==> config.mk <==
export PLATFORM = sky130hd
export DESIGN_NAME = tch_front
export DESIGN_NICKNAME = d
export VERILOG_FILES = /design/src/hw/rtl/tilt_compensated_heading_top_defines.svh /design/src/hw/rtl/tch_pkg.sv /design/src/hw/rtl/tch_front.sv
export SDC_FILE = /design/constraint.sdc
export NUM_CORES = 1
export LEC_CHECK = 0
export ABC_AREA = 0
export BUFFER_PORTS_ARGS = -buffer_cell sky130_fd_sc_hd__buf_2
export CAP_MARGIN = 20
export CORE_ASPECT_RATIO = 0.9
export CORE_MARGIN = 8
export CORE_UTILIZATION = 30
export DETAILED_ROUTE_END_ITERATION = 7
export SLEW_MARGIN = 10
export SYNTH_ARGS = -nofsm -noshare
export SYNTH_HDL_FRONTEND = slang
export SYNTH_SLANG_ARGS = --single-unit
==> constraint.sdc <==
create_clock -name clk_i -period 3 [get_ports clk_i]
set_input_delay 0.15 -clock clk_i [delete_from_list [all_inputs] [get_ports clk_i]]
set_output_delay 0.15 -clock clk_i [all_outputs]
set_load 0.03 [all_outputs]
==> src/hw/rtl/tilt_compensated_heading_top_defines.svh <==
// Assertion macros for the tilt-compensated heading block.
`ifndef TILT_COMPENSATED_HEADING_TOP_DEFINES_SVH
`define TILT_COMPENSATED_HEADING_TOP_DEFINES_SVH

// same-cycle implication
`define TCH_ASSERT_NOW(lbl, ante, cons) \
  lbl: assert property (@(posedge clk_i) disable iff (!rst_ni) (ante) |-> (cons)) \
    else $error("tch assertion failed");

// next-cycle implication
`define TCH_ASSERT_NEXT(lbl, ante, cons) \
  lbl: assert property (@(posedge clk_i) disable iff (!rst_ni) (ante) |=> (cons)) \
    else $error("tch assertion failed");

`endif

==> src/hw/rtl/tch_pkg.sv <==
// Package: widths, register codes, CORDIC table and shared types.
`timescale 1ns / 1ps
package tch_pkg;

  localparam int CORDIC_STEPS_REQ = 16;
  localparam int TAB_LEN = 24;
  localparam int CORDIC_STEPS = (CORDIC_STEPS_REQ > TAB_LEN) ? TAB_LEN : CORDIC_STEPS_REQ;

  localparam int FIELD_W = 18;
  localparam int ANG_W   = 16;
  localparam int DIFF_W  = 19;
  localparam int SC_W    = 32;
  localparam int SCZ_W   = 33;
  localparam int TRIG_W  = SC_W - 14;
  localparam int PROD_W  = TRIG_W + DIFF_W;
  localparam int SUM_W   = PROD_W + 1;
  localparam int WL_W    = 19;
  localparam int SPW_W   = 57;
  localparam int VEC_W   = 58;
  localparam int IDX_W   = 2;

  localparam int FIFO_DEPTH = 4;
  localparam int PTR_W = 2;
  localparam int CNT_W = 3;

  localparam logic signed [SC_W-1:0] CORDIC_KQ30 = 32'sd652032874;
  localparam logic [31:0] HEADING_BIAS = 32'h4000_8000;
  localparam logic [31:0] HALF_TURN = 32'h8000_0000;

  localparam logic [IDX_W-1:0] REG_OFFSET_X = 2'd0;
  localparam logic [IDX_W-1:0] REG_OFFSET_Y = 2'd1;
  localparam logic [IDX_W-1:0] REG_OFFSET_Z = 2'd2;

  localparam logic signed [FIELD_W-1:0] OFFSET_X_RST = 18'sd2525;
  localparam logic signed [FIELD_W-1:0] OFFSET_Y_RST = 18'sd2889;
  localparam logic signed [FIELD_W-1:0] OFFSET_Z_RST = -18'sd1113;

  typedef struct packed {
    logic signed [DIFF_W-1:0] xx;
    logic signed [DIFF_W-1:0] yy;
    logic signed [DIFF_W-1:0] zz;
    logic [ANG_W-1:0]         roll;
    logic [ANG_W-1:0]         pitch;
  } item_t;

  typedef struct packed {
    logic             full;
    logic             empty;
    logic [CNT_W-1:0] count;
  } fifo_stat_t;

  function automatic logic [31:0] atan_tab(input int i);
    logic [31:0] r;
    case (i)
      0:  r = 32'd536870912;
      1:  r = 32'd316933406;
      2:  r = 32'd167458907;
      3:  r = 32'd85004756;
      4:  r = 32'd42667331;
      5:  r = 32'd21354465;
      6:  r = 32'd10679838;
      7:  r = 32'd5340245;
      8:  r = 32'd2670163;
      9:  r = 32'd1335087;
      10: r = 32'd667544;
      11: r = 32'd333772;
      12: r = 32'd166886;
      13: r = 32'd83443;
      14: r = 32'd41722;
      15: r = 32'd20861;
      16: r = 32'd10430;
      17: r = 32'd5215;
      18: r = 32'd2608;
      19: r = 32'd1304;
      20: r = 32'd652;
      21: r = 32'd326;
      22: r = 32'd163;
      23: r = 32'd81;
      default: r = 32'd0;
    endcase
    return r;
  endfunction

endpackage

==> src/hw/rtl/tch_front.sv <==
// Front end: offset registers, input handshake, hard-iron correction.
`timescale 1ns / 1ps
module tch_front (
  input  logic                                clk_i,
  input  logic                                rst_ni,
  input  logic                                cfg_we_i,
  input  logic [tch_pkg::IDX_W-1:0]           cfg_idx_i,
  input  logic [tch_pkg::FIELD_W-1:0]         cfg_wdata_i,
  input  logic                                in_valid_i,
  input  logic signed [tch_pkg::FIELD_W-1:0]  field_x_i,
  input  logic signed [tch_pkg::FIELD_W-1:0]  field_y_i,
  input  logic signed [tch_pkg::FIELD_W-1:0]  field_z_i,
  input  logic signed [tch_pkg::ANG_W-1:0]    roll_angle_i,
  input  logic signed [tch_pkg::ANG_W-1:0]    pitch_angle_i,
  output logic                                in_stall_o,
  input  logic                                fifo_full_i,
  output logic                                push_o,
  output tch_pkg::item_t                      item_o
);

  logic signed [tch_pkg::FIELD_W-1:0] off_x_q, off_y_q, off_z_q;

  always_ff @(posedge clk_i or negedge rst_ni) begin
    if (!rst_ni) begin
      off_x_q <= tch_pkg::OFFSET_X_RST;
      off_y_q <= tch_pkg::OFFSET_Y_RST;
      off_z_q <= tch_pkg::OFFSET_Z_RST;
    end else if (cfg_we_i) begin
      case (cfg_idx_i)
        tch_pkg::REG_OFFSET_X: off_x_q <= cfg_wdata_i;
        tch_pkg::REG_OFFSET_Y: off_y_q <= cfg_wdata_i;
        tch_pkg::REG_OFFSET_Z: off_z_q <= cfg_wdata_i;
        default: ;
      endcase
    end
  end

  assign in_stall_o = fifo_full_i;
  assign push_o     = in_valid_i && !fifo_full_i;

  always_comb begin
    item_o.xx    = tch_pkg::DIFF_W'(field_x_i) - tch_pkg::DIFF_W'(off_x_q);
    item_o.yy    = tch_pkg::DIFF_W'(field_y_i) - tch_pkg::DIFF_W'(off_y_q);
    item_o.zz    = tch_pkg::DIFF_W'(field_z_i) - tch_pkg::DIFF_W'(off_z_q);
    item_o.roll  = roll_angle_i;
    item_o.pitch = pitch_angle_i;
  end

endmodule

-- Yosys cells after proc, flatten, opt, wreduce, memory -nomap -nowiden
Cells that the tools add are included.
- register bits after elaboration: 54
- input port bits: 111
- output and inout port bits: 91
- word-level logic and storage cells: 14
- add/sub/neg operators: 3
- equality and inequality tests: 2
- reductions and logical operators: 6
- operator list (cell ; number):
    subtractor 18 x 18 -> 19 bit ; 3
    AND reduction 2 bit ; 3
    equality test 2 x 1 -> 1 bit, second input constant ; 1
    equality test 2 bit, second input constant ; 1
    zero test 2 bit ; 1
    logical AND 1 bit ; 1
    zero test 1 bit ; 1

-- Logic depth before layout (Yosys ltp)
- depth in word-level cells: 2
- mapped depth: 10
- depth with buffers taken out: 10

-- Worst setup path before layout
Ideal clock, no wire load.
- path kind: register -> output
- from: register off_z_q[0] (netlist name)
- to: output port item_o[50] (netlist name)
- data arrival time: 3.027 ns
- data required time: 2.850 ns
- path slack: -0.177 ns
- cell stages (with the launch flop): 10
- buffers on the path: 0
- cell sequence: dfstp_2 ha_1 inv_1 fa_1 a211oi_1 o21ai_0 a21o_1 o21ai_2 nor2_1 o41ai_1
- RTL lines (item ; line ; RTL):
    from (decl) ; tch_front.sv:21 ; logic signed [tch_pkg::FIELD_W-1:0] off_x_q, off_y_q, off_z_q;
    from (signal assigned) ; tch_front.sv:27 ; off_z_q <= tch_pkg::OFFSET_Z_RST;
    from (signal assigned) ; tch_front.sv:32 ; tch_pkg::REG_OFFSET_Z: off_z_q <= cfg_wdata_i;
    to (decl) ; tch_front.sv:18 ; output tch_pkg::item_t item_o

==> flow_metrics.env <==
export IMPL_status="complete, no violations"
export IMPL_drv_cap=0
export IMPL_yosysTopAreaCell="dfstp_2"
export IMPL_ios=202
export IMPL_syn_nets=757
export IMPL_power_uw=4410
export IMPL_drt_iter0_markers=168
export IMPL_post_route_period_util=0.970
export IMPL_cts_max_level=2
export IMPL_grt_overflow=0
export IMPL_dpl_cell_count=894
export IMPL_synth_cells=589
export IMPL_syn_to_final_growth_pct=19.1
export IMPL_cp_data_required_time_ns=2.85
export IMPL_critPathMaxFanout=4
export IMPL_hold_viol_final=0
export IMPL_period_needed_ns=2.91
export IMPL_min_path_type="in2reg"
export IMPL_gp_congestion=0.862
export IMPL_grt_pass1_vias=4359
export IMPL_cts_tree="built"
export IMPL_crit_path_max_incr_delay_ns=0.53
export IMPL_postLayoutCellArea_um2=6090
export IMPL_netlist_area_um2=5110
export IMPL_crit_path_start_kind="register"
export IMPL_wire_per_inst_um=15.0
export IMPL_slowest_stage="dfstp_2"
export IMPL_synthArstFlopShare=1.00
export IMPL_start_util=0.305
export IMPL_syn_avg_cell_area_um2=8.68
export IMPL_vdd_drop_max_uv=311
export IMPL_tightest_slew_ns=1.01
export IMPL_die_area_um2=21500
export IMPL_maxSlewViolCount=0
export IMPL_fp_dieW_um=154
export IMPL_drc=0
export IMPL_cp_arrival_ns=2.76
export IMPL_first_pass_iters=4
export IMPL_vias_per_cell=4.85
export IMPL_synth_distinct_cells=58
export IMPL_totalWireLength_um=13700
export IMPL_postPlaceCellArea_um2=5810
export IMPL_hpwl_um=11200
export IMPL_synth_ff_type="dfstp_2"
export IMPL_synth_edf_count=0
export IMPL_final_nets=864
export IMPL_finalNonFillerCells=908
export IMPL_port_buffers=137
export IMPL_clk_latency_ns=0.29
export IMPL_path_class="reg2out"
export IMPL_yosysTopAreaCellShare=0.144
export IMPL_path_clk_slew_ns=0.07
export IMPL_max_freq_ghz=0.344
export IMPL_ant_nets=0
export IMPL_cts_buffer_depth=2
export IMPL_yosys_top_cells_count="63 x inv_1, 54 x ha_1, 42 x nand2_1, 42 x o21ai_0, 37 x mux2_2"
export IMPL_synth_area_top_cells="dfstp_2 14%, ha_1 13%, dfrtp_1 13%"
export IMPL_cp_end_kind="output pin"
export IMPL_cts_root_buf="clkbuf_16"
export IMPL_path_cells="ha_2, inv_1, fa_2, a211oi_2, o21ai_2, a21o_1, o21ai_4, nor2_2, o41ai_2, buf_4"
export IMPL_drive_gt1_frac=0.352
export IMPL_power_density_nw_per_um2=724
export IMPL_fill_cells=1776
export IMPL_rows=45
export IMPL_cts_sinks=54
export IMPL_p_leak_uw=0.00291
export IMPL_finClkSkew_ns=0
export IMPL_maxSlewHeadroom=0.327
export IMPL_core_area_um2=16800
export IMPL_grt_pass1_wl_um=21900
export IMPL_grt_usage=0.123
export IMPL_vias=4407
export IMPL_yosysMostFrequentCell="inv_1"
export IMPL_yosys_warnings=0
export IMPL_grt_start_max_net_pins=36
export IMPL_cts_buffers=5
export IMPL_diodes=0
export IMPL_die_y_um=140
export IMPL_setup_viol=0
export IMPL_antenna_found_initial=0
export IMPL_synth_seq_cells=54
export IMPL_ys_seq_area_frac=0.271
-- power by group --
group | total (uW) | switching, uW | internal (uW)
logic | 2850 | 1810 | 1040
clock network | 593 | 262 | 331
registers | 971 | 60.4 | 911
total | 4410 | 2130 | 2280
-- cell families (layout without fill, tap and decap cells) --
logic type,after synthesis,count (layout),share of synthesized area
AO/OA/AOI/OAI,155,155,0.200
XOR/XNOR,39,39,0.0668
adder cells (fa/ha/maj),57,57,0.144
buffers and inverters,111,219,0.106
flip-flops,54,54,0.271
multiplexers,38,38,0.0835
AND/OR/NAND/NOR,135,135,0.128
-- critical path: cells and delay by family (launching register included) --
| family | cells | cell delay (ns) |
|---|---|---|
| buf+inv | 2 | 0.26 |
| compound gates | 5 | 1.06 |
| simple gates | 1 | 0.07 |
| fa+ha+maj | 2 | 0.54 |
| flops | 1 | 0.53 |
-- per-layer routing --
| metal | up-vias | wire length (um) | global-route usage |
|---|---|---|---|
| li1 | 2251 | - | - |
| met1 | 2035 | 6630 | 0.165 |
| met2 | 112 | 6260 | 0.203 |
| met3 | 9 | 633 | 0.0210 |
| met4 | 0 | 136 | 0.0314 |
| met5 | - | 0 | 0 |
-- cell type report --
| class | instances | area [um2] | share of cell area |
|---|---|---|---|
| well taps | 211 | 264 | 0.0433 |
| clock buffers | 6 | 139 | 0.0228 |
| multi-input cells | 424 | 3270 | 0.537 |
| clock inverters | 2 | 12.5 | 0.00205 |
| inverters | 63 | 236 | 0.0388 |
| flip-flops and latches | 54 | 1390 | 0.228 |
| repair buffers | 148 | 783 | 0.129 |
-- registers in the layout (all words and copies together) (netlist names) --
name,cells
off_x_q,18
off_y_q,18
off_z_q,18
-- path summary, 6_finish.rpt --
kind | slack (ns) | end | depth (start not counted) | start
setup / recovery | 0.09 | item_o[50] | 10 | off_z_q[0]$_DFFE_PN1P_
hold / removal | 0.10 | off_x_q[6]$_DFFE_PN1P_ | 3 | cfg_wdata_i[6]
setup reg to reg | 2.18 | off_x_q[7]$_DFFE_PN1P_ | 2 | off_x_q[7]$_DFFE_PN1P_
hold reg to reg | 0.51 | off_y_q[5]$_DFFE_PN0P_ | 1 | off_y_q[5]$_DFFE_PN0P_
max in group asynchronous | 1.75 | off_y_q[11]$_DFFE_PN1P_ | 3 | rst_ni
min in group asynchronous | 0.43 | off_x_q[1]$_DFFE_PN0P_ | 2 | rst_ni
-- through the flow --
stage / TNS, ns / worst slack (ns) / util / hold WS, ns
6_report: 0 / 0.0911 / 0.363 / 0.104
2_1_floorplan: 0 / 0.127 / - / -0.146
3_3_place_gp: 0 / 0.182 / 0.346 / 0.223
3_5_place_dp: 0 / 0.146 / 0.346 / 0.238
5_1_grt: -0.0292 / -0.0288 / 0.363 / 0.112
4_1_cts: 0 / 0.00390 / 0.357 / 0.0931
-- layout by cell type, fill, tap and decap left out, types with 9 or more instances in the layout --
cell type / instances
o21ai_0: 41
ha_1: 52
nor2b_1: 10
inv_1: 63
mux2_2: 37
nand2_1: 42
nand2b_1: 13
xnor2_1: 23
a31oi_1: 9
nor2_1: 32
xor2_1: 16
buf_2: 132
o21a_1: 13
dfrtp_1: 26
dfstp_2: 28
a21o_1: 15
a21oi_1: 31
buf_4: 14
-- repair_timing --
item | 4_1_cts | 5_1_grt
buffers inserted | 1 | 4
pin swaps | 4 | 12
endpoints found under the hold margin | 13 | 0
endpoints found under the setup margin | 9 | 14
gates resized for setup | 6 | 18
hold buffers | 1 | 0
Note: power is estimated with default switching activity, not from simulation.
