==> src/hw/rtl/tilt_compensated_heading_top_defines.svh <==
// Assertion macros for the tilt-compensated heading block.
`ifndef TILT_COMPENSATED_HEADING_TOP_DEFINES_SVH
`define TILT_COMPENSATED_HEADING_TOP_DEFINES_SVH

// same-cycle implication
`define TCH_ASSERT_NOW(lbl, ante, cons) \
  lbl: assert property (@(posedge clk_i) disable iff (!rst_ni) (ante) |-> (cons)) \
    else $error("tch assertion failed");

// next-cycle implication
`define TCH_ASSERT_NEXT(lbl, ante, cons) \
  lbl: assert property (@(posedge clk_i) disable iff (!rst_ni) (ante) |=> (cons)) \
    else $error("tch assertion failed");

`endif

==> src/hw/rtl/tch_pkg.sv <==
// Package: widths, register codes, CORDIC table and shared types.
`timescale 1ns / 1ps
package tch_pkg;

  localparam int CORDIC_STEPS_REQ = 16;
  localparam int TAB_LEN = 24;
  localparam int CORDIC_STEPS = (CORDIC_STEPS_REQ > TAB_LEN) ? TAB_LEN : CORDIC_STEPS_REQ;

  localparam int FIELD_W = 18;
  localparam int ANG_W   = 16;
  localparam int DIFF_W  = 19;
  localparam int SC_W    = 32;
  localparam int SCZ_W   = 33;
  localparam int TRIG_W  = SC_W - 14;
  localparam int PROD_W  = TRIG_W + DIFF_W;
  localparam int SUM_W   = PROD_W + 1;
  localparam int WL_W    = 19;
  localparam int SPW_W   = 57;
  localparam int VEC_W   = 58;
  localparam int IDX_W   = 2;

  localparam int FIFO_DEPTH = 4;
  localparam int PTR_W = 2;
  localparam int CNT_W = 3;

  localparam logic signed [SC_W-1:0] CORDIC_KQ30 = 32'sd652032874;
  localparam logic [31:0] HEADING_BIAS = 32'h4000_8000;
  localparam logic [31:0] HALF_TURN = 32'h8000_0000;

  localparam logic [IDX_W-1:0] REG_OFFSET_X = 2'd0;
  localparam logic [IDX_W-1:0] REG_OFFSET_Y = 2'd1;
  localparam logic [IDX_W-1:0] REG_OFFSET_Z = 2'd2;

  localparam logic signed [FIELD_W-1:0] OFFSET_X_RST = 18'sd2525;
  localparam logic signed [FIELD_W-1:0] OFFSET_Y_RST = 18'sd2889;
  localparam logic signed [FIELD_W-1:0] OFFSET_Z_RST = -18'sd1113;

  typedef struct packed {
    logic signed [DIFF_W-1:0] xx;
    logic signed [DIFF_W-1:0] yy;
    logic signed [DIFF_W-1:0] zz;
    logic [ANG_W-1:0]         roll;
    logic [ANG_W-1:0]         pitch;
  } item_t;

  typedef struct packed {
    logic             full;
    logic             empty;
    logic [CNT_W-1:0] count;
  } fifo_stat_t;

  function automatic logic [31:0] atan_tab(input int i);
    logic [31:0] r;
    case (i)
      0:  r = 32'd536870912;
      1:  r = 32'd316933406;
      2:  r = 32'd167458907;
      3:  r = 32'd85004756;
      4:  r = 32'd42667331;
      5:  r = 32'd21354465;
      6:  r = 32'd10679838;
      7:  r = 32'd5340245;
      8:  r = 32'd2670163;
      9:  r = 32'd1335087;
      10: r = 32'd667544;
      11: r = 32'd333772;
      12: r = 32'd166886;
      13: r = 32'd83443;
      14: r = 32'd41722;
      15: r = 32'd20861;
      16: r = 32'd10430;
      17: r = 32'd5215;
      18: r = 32'd2608;
      19: r = 32'd1304;
      20: r = 32'd652;
      21: r = 32'd326;
      22: r = 32'd163;
      23: r = 32'd81;
      default: r = 32'd0;
    endcase
    return r;
  endfunction

endpackage

==> src/hw/rtl/tch_fifo.sv <==
// Short item queue between front end and back end.
`timescale 1ns / 1ps
module tch_fifo (
  input  logic                clk_i,
  input  logic                rst_ni,
  input  logic                push_i,
  input  tch_pkg::item_t      item_i,
  input  logic                pop_i,
  output tch_pkg::item_t      item_o,
  output tch_pkg::fifo_stat_t stat_o
);

  tch_pkg::item_t mem_q [tch_pkg::FIFO_DEPTH];
  logic [tch_pkg::PTR_W-1:0] wr_ptr_q, rd_ptr_q;
  logic [tch_pkg::CNT_W-1:0] count_q, count_d;

  always_ff @(posedge clk_i) begin
    if (push_i) begin
      mem_q[wr_ptr_q] <= item_i;
    end
  end

  always_comb begin
    count_d = count_q;
    if (push_i && !pop_i) begin
      count_d = count_q + 1'b1;
    end else if (!push_i && pop_i) begin
      count_d = count_q - 1'b1;
    end
  end

  always_ff @(posedge clk_i or negedge rst_ni) begin
    if (!rst_ni) begin
      wr_ptr_q <= '0;
      rd_ptr_q <= '0;
      count_q  <= '0;
    end else begin
      if (push_i) wr_ptr_q <= wr_ptr_q + 1'b1;
      if (pop_i)  rd_ptr_q <= rd_ptr_q + 1'b1;
      count_q <= count_d;
    end
  end

  assign item_o       = mem_q[rd_ptr_q];
  assign stat_o.count = count_q;
  assign stat_o.empty = (count_q == '0);
  assign stat_o.full  = (count_q == tch_pkg::CNT_W'(tch_pkg::FIFO_DEPTH));

endmodule

==> config.mk <==
export PLATFORM = sky130hd
export DESIGN_NAME = tch_fifo
export DESIGN_NICKNAME = d
export VERILOG_FILES = /design/src/hw/rtl/tilt_compensated_heading_top_defines.svh /design/src/hw/rtl/tch_pkg.sv /design/src/hw/rtl/tch_fifo.sv
export SDC_FILE = /design/constraint.sdc
export NUM_CORES = 1
export LEC_CHECK = 0
export BUFFER_PORTS_ARGS = -buffer_cell sky130_fd_sc_hd__buf_2
export CORE_MARGIN = 10
export CORE_UTILIZATION = 38
export DETAILED_ROUTE_END_ITERATION = 16
export PLACE_DENSITY = 0.64
export SLEW_MARGIN = 20
export SYNTH_ARGS = -nofsm -noshare
export SYNTH_HDL_FRONTEND = slang
export SYNTH_SLANG_ARGS = --single-unit
==> constraint.sdc <==
create_clock -name clk_i -period 4.95 [get_ports clk_i]
set_input_delay 0.495 -clock clk_i [delete_from_list [all_inputs] [get_ports clk_i]]
set_output_delay 0.495 -clock clk_i [all_outputs]
set_load 0.02 [all_outputs]
After elaboration in Yosys (flattened, before gate mapping)
Memories as Yosys holds them, arrays and structs flattened.
Index checks and enable logic that the tools add are counted.
- $add $sub $neg: 4
- reductions and logical operators: 6
- eq/ne operators: 1
- multiplexer cells: 4
- operators with widths (kind ; number):
    3-bit 2-to-1 mux ; 2
    2-bit by 1-bit adder with 2-bit output (second input constant) ; 2
    3-bit by 1-bit adder with 3-bit output (second input constant) ; 1
    3-bit equality test (second input constant) ; 1
    3-bit zero test ; 1
    3-bit by 1-bit subtractor with 3-bit output (second input constant) ; 1
    1-bit logical AND ; 2
    1-bit zero test ; 2
    1-bit 2-to-1 mux ; 2
    2-bit nonzero test ; 1
- register bits: 7
- memory bits (writable): 356
- output and inout bits: 94
- logic and storage cells: 19
- input bits: 93
- memories: 1
- memories (name ; depth ; width ; rd ports ; clocked after memory_dff ; wr ports ; line ; RTL):
    mem_q ; 4 ; 89 ; 1 ; 0 ; 1 ; tch_fifo.sv:13 ; tch_pkg::item_t mem_q [tch_pkg::FIFO_DEPTH];

Longest topological paths before layout
Gate-level depths: netlist of the first run.
- depth in word-level cells: 4
- gate-level depth with buffers: 7
- mapped depth without buffers: 7

Worst setup path after synthesis of the first run
Ideal clock, no wire load.
- path kind: register to register
- start: reg wr_ptr_q[0] in the netlist's numbering
- end: mem mem_q[2][0] in the netlist's numbering, enable pin
- clock period less this slack: 3.138 ns
- cell stages (with the launch flop): 4
- required time: 4.493 ns
- path slack: 1.812 ns
- library setup time: 0.457 ns
- data arrival time: 2.680 ns
- buffers on the path: 0
- cell sequence: dfrtp_1 inv_1 ha_1 and2_1
- RTL lines (item ; line ; RTL):
    from (decl) ; tch_fifo.sv:14 ; logic [tch_pkg::PTR_W-1:0] wr_ptr_q, rd_ptr_q;
    from (signal assigned) ; tch_fifo.sv:38 ; if (push_i) wr_ptr_q <= wr_ptr_q + 1'b1;
    to (decl) ; tch_fifo.sv:13 ;
No word-level cell before the write port.

==> qor.yml, run 1 <==
hold_path:
  hold_depth: 1
  hp-class: "in2reg"
  min_from: "item_i[69]"
detailed_routing:
  remaining_drc_errors: 0
  routed_wl_um: 26700
  wire_per_inst_um: 22.3
  drt_first_pass_iters: 4
  drt-initial-drc-count: 393
  detail-route-antenna-nets: 0
  num_vias: 5957
  viasPerCell: 4.96
timing:
  period_needed_ns: 3.08
  drv_slew: 0
  finClkSkew_ns: 0.00932
  rsz0062_at_grt: "no"
  max_freq_ghz: 0.325
  worst_pin_slew_ns: 0.983
  setup_viol: 0
  min_period_over_period_pct: 62.2
  setup_tns_ns: 0
  hold_viol_final: 0
  relSlewSlack_pct: 34.4
worst_setup_path:
  arrival_ns: 2.58
  cp.required_ns: 4.45
  path_max_fanout: 59
  startpoint: "rd_ptr_q[1]"
  r2r-start: "wr_ptr_q[0]"
  startpoint_type: "flop"
  reg2regPathDepth: 4
  end_kind: "output pin"
  worstSetupPathType: "reg2out"
clock_network:
  clock_path_buffers: 3
  clk_pin_slew_ns: 0.06
  clk_latency_ns: 0.52
  cts_buffers: 39
  cts_tree: "yes"
  cts_htree_levels: 2
  clock-sinks: 363
  root_buffer: "clkbuf_16"
place:
  gp_congestion: 0.671
  dp.cells: 1131
  portBuffers: 186
  hpwl_um: 16200
floorplanning:
  core_mm2: 0.0345
  die_w_um: 207
  chipHeight_um: 207
  ios: 187
  dieArea_mm2: 0.0430
  initial_core_util_pct: 38.6
  core.rowCount: 68
global_routing:
  grt_pass1_wl_um: 41200
  grt_usage_pct: 12.3
  grt_max_degree: 63
  grt.overflow.total: 0
  grt_pass1_vias: 6658
  grt_antenna_before_repair: 2
synth:
  synth_top_area_share_pct: 80.2
  yosys.cell_types.count: 19
  synth_area_mm2: 0.0133
  avgSynthCellArea_um2: 26.7
  yosysWarningCount: 0
  synthCells: 499
  ys_ff_latch: 363
  synth.largest_area_cell: "edfxtp_1"
  syn-num-nets: 598
  synth_seq_area_share_pct: 81.5
  synth_area_leaders: "edfxtp_1, mux4_2, buf_12"
flow_run:
  cap_violations: 0
cells_and_area:
  fillCellCount: 2895
  drive_gt1_share_pct: 46.5
  layout.nets: 817
  regArea_mm2: 0.0109
  fin_cells: 1201
  syn_to_final_growth_pct: 20.1
  multiInputGateArea_mm2: 0.00221
pwr:
  power_density_mw_per_mm2: 634
  ir_drop_v: 0.000344
  p_leak_nw: 5.47
run_status:
  status: "finished, final reports clean"
worst paths after layout:
kind / end / slack, ns
max reg2reg: mem_q[0][55] / 2.57
min reg2reg: count_q[2] / 0.52
max: item_o[40] / 1.87
min: mem_q[2][69] / 0.18
min in group asynchronous: count_q[0] / 0.36
max in group asynchronous: rd_ptr_q[1] / 4.40
cells in the mapped netlist (all sizes together):
| cell | instances |
|---|---|
| ha | 5 |
| dfrtp | 7 |
| buf | 19 |
| nor3b | 1 |
| nor2 | 1 |
| mux4 | 89 |
| xor2 | 4 |
| o21ai | 1 |
| fa | 1 |
| and2 | 4 |
| mux2 | 1 |
| nand2 | 2 |
| inv | 4 |
| xnor2 | 2 |
| clkbuf | 1 |
| nor3 | 1 |
| edfxtp | 356 |
metal layers:
layer / vias to the layer above / GRT usage, % / wire length, µm
met4: 0 / 3.71 / 595
met5: - / 0 / 0
met1: 3147 / 15.9 / 11500
li1: 2595 / - / -
met3: 51 / 3.76 / 1680
met2: 164 / 19.6 / 12900
placed cells by master, fill, tap and decap left out, types with 4 or more instances in the layout:
cell | netlist | layout
clkinv_1 | 0 | 7
dfrtp_1 | 7 | 5
bufinv_16 | 0 | 6
mux4_2 | 89 | 89
clkbuf_16 | 0 | 41
inv_1 | 4 | 4
ha_1 | 5 | 5
edfxtp_1 | 356 | 356
buf_2 | 9 | 186
xor2_1 | 4 | 4
clkbuf_1 | 1 | 7
and2_4 | 0 | 4
clkinv_2 | 0 | 4
buf_4 | 0 | 10
logic make-up (layout without fill, tap and decap cells):
kind of cell,count (synthesis),count (layout),share of synthesized area [%]
flops,363,363,81.5
mux,90,90,15.1
buf+inv,24,269,1.92
simple gates,9,9,0.366
fa+ha+maj,6,6,0.620
xor+xnor,6,6,0.394
compound gates,1,1,0.0375
other cells,0,2,0
worst max-delay path: stages, from the launching register on:
cell     delay [ns]
dfrtp_4        1.06
buf_4          0.42
mux4_2         0.37
buf_2          0.18
metrics by stage:
step	worst slack [ns]	hold slack (ns)	utilization, %	instance area, µm²	power, mW
6_report	1.87	0.184	46.3	16000	10.2
2_1_floorplan	1.81	0.199	-	13300	6.50
3_3_place_gp	2.40	0.339	42.5	14700	7.36
5_1_grt	1.74	0.154	46.3	16000	10.7
3_5_place_dp	2.37	0.345	42.5	14700	7.40
4_1_cts	1.80	0.148	46.3	16000	10.4
layout make-up:
class | count | share of cell area, %
multi-input cells | 112 | 13.8
clock inverters | 19 | 1.52
flip-flops and latches | 363 | 67.9
diodes | 2 | 0.0313
well taps | 455 | 3.56
clock buffers | 48 | 6.57
inverters | 4 | 0.0938
repair buffers | 198 | 6.47
registers in the layout, summed over array words and instances, names as in the netlist:
name and flops:
rd_ptr_q 2, mem_q 356, count_q 3, wr_ptr_q 2
repair_timing:
action,4_1_cts,5_1_grt
hold buffers,1,0
endpoints found under the hold margin,7,0
buffers inserted,0,0
gates resized for setup,0,0
power by group:
group,switching [mW],internal [mW]
logic,1.75,1.20
registers,0.252,4.03
clock network,1.11,1.82
total,3.11,7.04
(Power assumes the default switching activity.)
==> inputs of run 2 (changes only) <==
==> constraint.sdc (replaced) <==
create_clock -name clk_i -period 3 [get_ports clk_i]
set_input_delay 0.3 -clock clk_i [delete_from_list [all_inputs] [get_ports clk_i]]
set_output_delay 0.3 -clock clk_i [all_outputs]
set_load 0.02 [all_outputs]
==> run 2 against run 1 <==
Net effect:
- count of clock-buffer cells in the layout shrank 2
- global-route usage is 0.23 points lower
- setup slack got worse by 1.4 ns
- sequential share of layout area down 1.1 points
- utilization is 0.78 points higher
- final area is 1.7% higher
- critical path type unchanged
- highest routed layer is now met5
- largest power group unchanged
- first-iteration DRC count down 30%
- sequential cell count stayed put
- sequential power grew 64%
==> qor.yml, run 2 (synthesis results as in run 1) <==
cells_and_area:
  syn_to_final_growth_pct: 22.2
  regMostFlops: "mem_q"
  final_common_cell: "edfxtp_1"
  fillCellCount: 2888  # -0.24%
  drive_gt1_share_pct: 44.2  # -2.3 points
  largest_reg_flops: 356  # unchanged
  final_cell_mix: "edfxtp_1, buf_2, mux4_2, clkbuf_16, dlygate4sd3_1"
  n_antenna_cell: 0  # -2
  layout.nets: 860  # +5.3%
  reg_top3: "mem_q (356), count_q (3)"
  finish.utilization_pct: 47.1  # +0.78 points
pwr:
  swShare_pct: 31.2  # +0.58 points
  p_clk_share_pct: 25.0  # -3.8 points
  p_leak_nw: 5.57  # +1.8%
  intPower_mw: 11.1  # +58%
  seqPwrFrac_pct: 43.5  # +1.4 points
  ir_drop_v: 0.000624  # +81%
  pwr-share-comb_pct: 31.5  # +2.4 points
  power_switching_mw: 5.05  # +62%
  total_power_mw: 16.2  # +59%
  power_density_mw_per_mm2: 993  # +56%
worst_setup_path:
  arrival_ns: 2.26  # -0.32 ns
  worstSetupPathType: "reg2out"
  cp.required_ns: 2.70  # -1.75 ns
  end_kind: "output pin"
  startpoint_type: "flop"
  path_max_fanout: 38  # -36%
detailed_routing:
  remaining_drc_errors: 0  # unchanged
  num_vias: 6082  # +2.1%
  drt-initial-drc-count: 276  # -30%
  routed_wl_um: 26200  # -1.9%
  viasPerCell: 4.91  # -0.95%
  wire_per_inst_um: 21.2  # -4.8%
  drt_first_pass_iters: 4  # unchanged
  detail-route-antenna-nets: 0  # unchanged
place:
  hpwl_um: 16600  # +2.1%
  portBuffers: 186  # unchanged
  gp_congestion: 0.656  # -2.3%
clock_network:
  clk_latency_ns: 0.50  # -0.02 ns
  clock-sinks: 363  # unchanged
  post_cts_buffers: 0  # unchanged
  clock_path_buffers: 3  # unchanged
  cts_tree: "yes"
  cts_buffers: 37  # -5.1%
  root_buffer: "clkbuf_16"
  clk_pin_slew_ns: 0.06  # about the same
  cts_htree_levels: 2  # unchanged
floorplanning:
  die_w_um: 207  # unchanged
  chipHeight_um: 207  # unchanged
  ios: 187  # unchanged
  core.rowCount: 68  # unchanged
  core_mm2: 0.0345  # unchanged
  initial_core_util_pct: 38.6  # unchanged
  dieArea_mm2: 0.0430  # unchanged
global_routing:
  grt.overflow.total: 0  # unchanged
  grt_usage_pct: 12.0  # -0.23 points
  grt_pass1_vias: 6920  # +3.9%
  grt_max_degree: 43  # -32%
  grt_antenna_before_repair: 1  # -1
  grt_pass1_wl_um: 41200  # -0.20%
timing:
  hold_viol_final: 0  # unchanged
  setup_tns_ns: 0  # unchanged
  finClkSkew_ns: 0.0123  # +0.00295 ns
  max_freq_ghz: 0.390
  min_period_over_period_pct: 85.5
  drv_slew: 0  # unchanged
  rsz0062_at_grt: "no"
  worst_pin_slew_ns: 0.654  # -0.329 ns
  period_needed_ns: 2.56
  setup_viol: 0  # unchanged
  relSlewSlack_pct: 56.4  # +22 points
run_status:
  status: "finished, final reports clean"
flow_run:
  cap_violations: 0  # unchanged
hold_path:
  hp-class: "in2reg"
[run 2: cell count changes in the layout (fill, tap and decap cells not counted), sizes merged, moves of 2 or more]
cell | before | now
clkbuf | 48 | 46
bufinv | 6 | 1
dlygate4sd3 | 1 | 37
diode | 2 | 0
buf | 197 | 206
[run 2: path summary, 6_finish.rpt]
kind | from | endpoint | cells past startpoint | slack (ns)
min in group asynchronous | rst_ni | count_q[0] | 2 | 0.17
hold / removal | item_i[0] | mem_q[2][0] | 1 | 0.02
hold reg to reg | count_q[2] | count_q[2] | 1 | 0.53
setup reg to reg | wr_ptr_q[0] | mem_q[0][19] | 4 | 1.22
max in group asynchronous | rst_ni | rd_ptr_q[0] | 2 | 2.65
setup / recovery | rd_ptr_q[1] | item_o[10] | 3 | 0.44
[run 2: metrics by stage]
stage	instance area, µm²	setup WS, ns	cells	hold WS (ns)
after global placement	14900	0.875	1140	0.148
after detailed placement	14900	0.877	1140	0.147
final	16300	0.435	1238	0.0242
after floorplan	13300	0.841	499	0.00441
after global routing	16300	0.268	1238	0.00359
after CTS	16300	0.340	1238	0.000201
[run 2: layer usage]
layer | vias up | wire (µm) | GRT usage, %
li1 | 2670 | - | -
met1 | 3218 | 11100 | 15.1
met2 | 160 | 13300 | 20.4
met3 | 32 | 1450 | 3.26
met4 | 2 | 345 | 2.81
met5 | - | 7 | 0
[run 2: power by group through the flow]
stage | registers, mW | clock network (mW) | logic [mW]
after detailed placement | 7.17 | 0 | 5.21
after global placement | 7.13 | 0 | 5.19
final | 7.03 | 4.04 | 5.09
after floorplan | 6.93 | 0 | 3.74
after CTS | 7.06 | 4.18 | 5.27
after global routing | 7.14 | 4.39 | 5.48
[run 2: cell type report]
cell class | count | area [µm²] | share of cell area [%]
clock buffer | 46 | 960 | 5.89
inverter | 4 | 15.0 | 0.0922
clock inverter | 15 | 96.3 | 0.592
multi-input combinational | 112 | 2210 | 13.6
sequential | 363 | 10900 | 66.8
timing repair buffer | 243 | 1550 | 9.53
tap | 455 | 569 | 3.50
[run 2: worst max-delay path, cell delays in order, from the launching register on]
cell and delay (ns):
dfrtp_4 0.84, buf_4 0.36, mux4_2 0.35, buf_2 0.18
[run 2: repair_timing]
| item | CTS | global route |
|---|---|---|
| hold endpoints to repair | 141 | 0 |
| hold buffers | 37 | 0 |
| gates resized for setup | 0 | 0 |
==> inputs of run 3 (changes only) <==
==> constraint.sdc (replaced) <==
create_clock -name clk_i -period 2.8 [get_ports clk_i]
set_input_delay 0.28 -clock clk_i [delete_from_list [all_inputs] [get_ports clk_i]]
set_output_delay 0.28 -clock clk_i [all_outputs]
set_load 0.02 [all_outputs]
==> run 3 against run 2 <==
Net effect:
- count of clock-buffer cells in the layout is 2 higher
- sequential power up 5.7%
- cell count up 4.3%
- final area up 4.3%
- clock power is 24% higher
- routed wire length is 0.54% lower
- first-iteration DRC count is 22% higher
- via count grew 2.7%
- clock skew rose by 0.0064 ns
- worst hold slack improved by 0.025 ns
- critical path type unchanged
- critical endpoint is now item_o[37]
- largest power group unchanged
==> qor.yml, run 3 (synthesis results as in run 1) <==
place:
  preCtsSetupSlack_ns: 0.821  # -0.0564 ns
  gp_congestion: 0.651  # -0.75%
  hpwl_um: 15700  # -5.5%
  portBuffers: 186  # unchanged
  dp.cells: 1133  # -0.61%
pwr:
  p_leak_nw: 5.86  # +5.3%
  total_power_mw: 18.0  # +11%
  seqPwrFrac_pct: 41.3  # -2.2 points
  swShare_pct: 30.9  # -0.39 points
  intPower_mw: 12.4  # +12%
  power_density_mw_per_mm2: 1060  # +6.7%
  pwr-share-comb_pct: 31.0  # -0.5 points
  p_clk_share_pct: 27.7  # +2.7 points
  ir_drop_v: 0.000785  # +26%
  power_switching_mw: 5.55  # +9.9%
timing:
  period_needed_ns: 2.50
  worst_pin_slew_ns: 0.585  # -0.0691 ns
  setup_tns_ns: 0  # unchanged
  finClkSkew_ns: 0.0186  # +0.00636 ns
  drv_slew: 0  # unchanged
  setup_viol: 0  # unchanged
  relSlewSlack_pct: 61.0  # +4.6 points
  hold_viol_final: 0  # unchanged
  min_period_over_period_pct: 89.2
  timing.final.ws_setup_ns: 0.304  # -0.132 ns
  max_freq_ghz: 0.401
  rsz0062_at_grt: "no"
clock_network:
  clk_pin_slew_ns: 0.06  # about the same
  cts_tree: "yes"
  clk_latency_ns: 0.54  # +0.04 ns
  cts_htree_levels: 2  # unchanged
  root_buffer: "clkbuf_16"
  cts_buffers: 39  # +5.4%
  post_cts_buffers: 0  # unchanged
  ctsResizeCount: 0  # unchanged
  clock_path_buffers: 3  # unchanged
  clock-sinks: 363  # unchanged
detailed_routing:
  detail-route-antenna-nets: 0  # unchanged
  remaining_drc_errors: 0  # unchanged
  routed_wl_um: 26100  # -0.54%
  num_vias: 6246  # +2.7%
  drt-initial-drc-count: 338  # +22%
  viasPerCell: 4.84  # -1.5%
  drt_first_pass_iters: 4  # unchanged
  wire_per_inst_um: 20.2  # -4.6%
cells_and_area:
  fin_cells: 1291  # +4.3%
  reg_top3: "mem_q (356), count_q (3)"
  largest_reg_flops: 356  # unchanged
  fillCellCount: 2788  # -3.5%
  syn_to_final_growth_pct: 27.5
  drive_gt1_share_pct: 42.1  # -2.1 points
  regMostFlops: "mem_q"
  layout.nets: 909  # +5.7%
  n_antenna_cell: 0  # unchanged
  final_common_cell: "edfxtp_1"
  final_cell_mix: "edfxtp_1, buf_2, dlygate4sd3_1, mux4_2, clkbuf_16"
worst_setup_path:
  r2r_end: "mem_q[0][21]"
  worstSetupPathType: "reg2out"
  path_max_fanout: 23  # -39%
  cp.required_ns: 2.52  # -0.18 ns
  reg2regPathDepth: 4  # unchanged
  end_kind: "output pin"
  r2r-start: "wr_ptr_q[0]"
  arrival_ns: 2.22  # -0.04 ns
  reg2reg_setup_slack_ns: 1.03  # -0.19 ns
  startpoint_type: "flop"
floorplanning:
  chipHeight_um: 207  # unchanged
  dieArea_mm2: 0.0430  # unchanged
  core_mm2: 0.0345  # unchanged
  ios: 187  # unchanged
  initial_core_util_pct: 38.6  # unchanged
  core.rowCount: 68  # unchanged
  die_w_um: 207  # unchanged
hold_path:
  hold_depth: 2  # +1
  min_from: "push_i"
  hold_path_end: "wr_ptr_q[0]"
  hp-class: "in2reg"
global_routing:
  grt_pass1_vias: 7044  # +1.8%
  grt_pass1_wl_um: 41100  # about the same
  grt_max_degree: 90  # +110%
  grt_antenna_before_repair: 0  # -1
  grt_usage_pct: 12.2  # +0.15 points
  grt.overflow.total: 0  # unchanged
run_status:
  status: "finished, final reports clean"
flow_run:
  cap_violations: 0  # unchanged
## run 3: cell types whose count changed in the layout (fill, tap and decap cells not counted), sizes merged
cell and delta:
bufinv +2, dlygate4sd3 +54, clkbuf +2, buf -7, clkinvlp +2
## run 3: repair_timing
action / 4_1_cts / 5_1_grt
hold buffers: 91 / 0
hold endpoints to repair: 364 / 0
endpoints found under the setup margin: 0 / 0
## run 3: cell type report
type                    instances  area [µm²]  area share [%]
flip-flops and latches        363       10900            64.0
clock inverters                19         178            1.05
well taps                     455         569            3.35
repair buffers                290        2050            12.1
clock buffers                  48        1080            6.37
inverters                       4        15.0          0.0884
multi-input cells             112        2210            13.0
## run 3: critical path: stages, from the launching register on
cell	delay, ns
dfrtp_4	0.44
buf_4	0.44
mux4_2	0.61
buf_2	0.18
## run 3: per-layer routing
metal	share of wire [%]	GRT usage [%]	up-vias
li1	-	-	2772
met1	42	15.1	3251
met2	51	20.0	181
met3	5.8	3.97	42
met4	2.0	3.56	0
met5	0	0	-
## run 3: through the flow
step / instance area [µm²] / hold slack [ns] / utilization [%]
finish: 17000 / 0.0488 / 49.2
global route: 17000 / 0.0438 / 49.2
CTS: 17000 / 0.0202 / 49.2
detailed placement: 14800 / 0.136 / 42.9
global placement: 14800 / 0.131 / 42.9
floorplan: 13300 / -0.0156 / -
## run 3: how the worst max path moves through the flow
stage | cells after the start | end | start | slack, ns
2_1_floorplan | 3 | mem_q[2][0] | wr_ptr_q[0] | 0.64
3_3_place_gp | 3 | item_o[39] | rd_ptr_q[0] | 0.84
3_5_place_dp | 3 | item_o[37] | rd_ptr_q[0] | 0.82
4_1_cts | 3 | item_o[38] | rd_ptr_q[0] | 0.22
5_1_grt | 3 | item_o[38] | rd_ptr_q[0] | 0.17
6_report | 3 | item_o[37] | rd_ptr_q[0] | 0.30
## run 3: power by group through the flow
stage                     combinational [mW]  clock [mW]  sequential [mW]
after floorplan                         4.01           0             7.43
after global placement                  5.64           0             7.52
after detailed placement                5.65           0             7.55
after CTS                               5.78        5.13             7.45
after global routing                    6.01        5.36             7.52
final                                   5.58        4.99             7.43
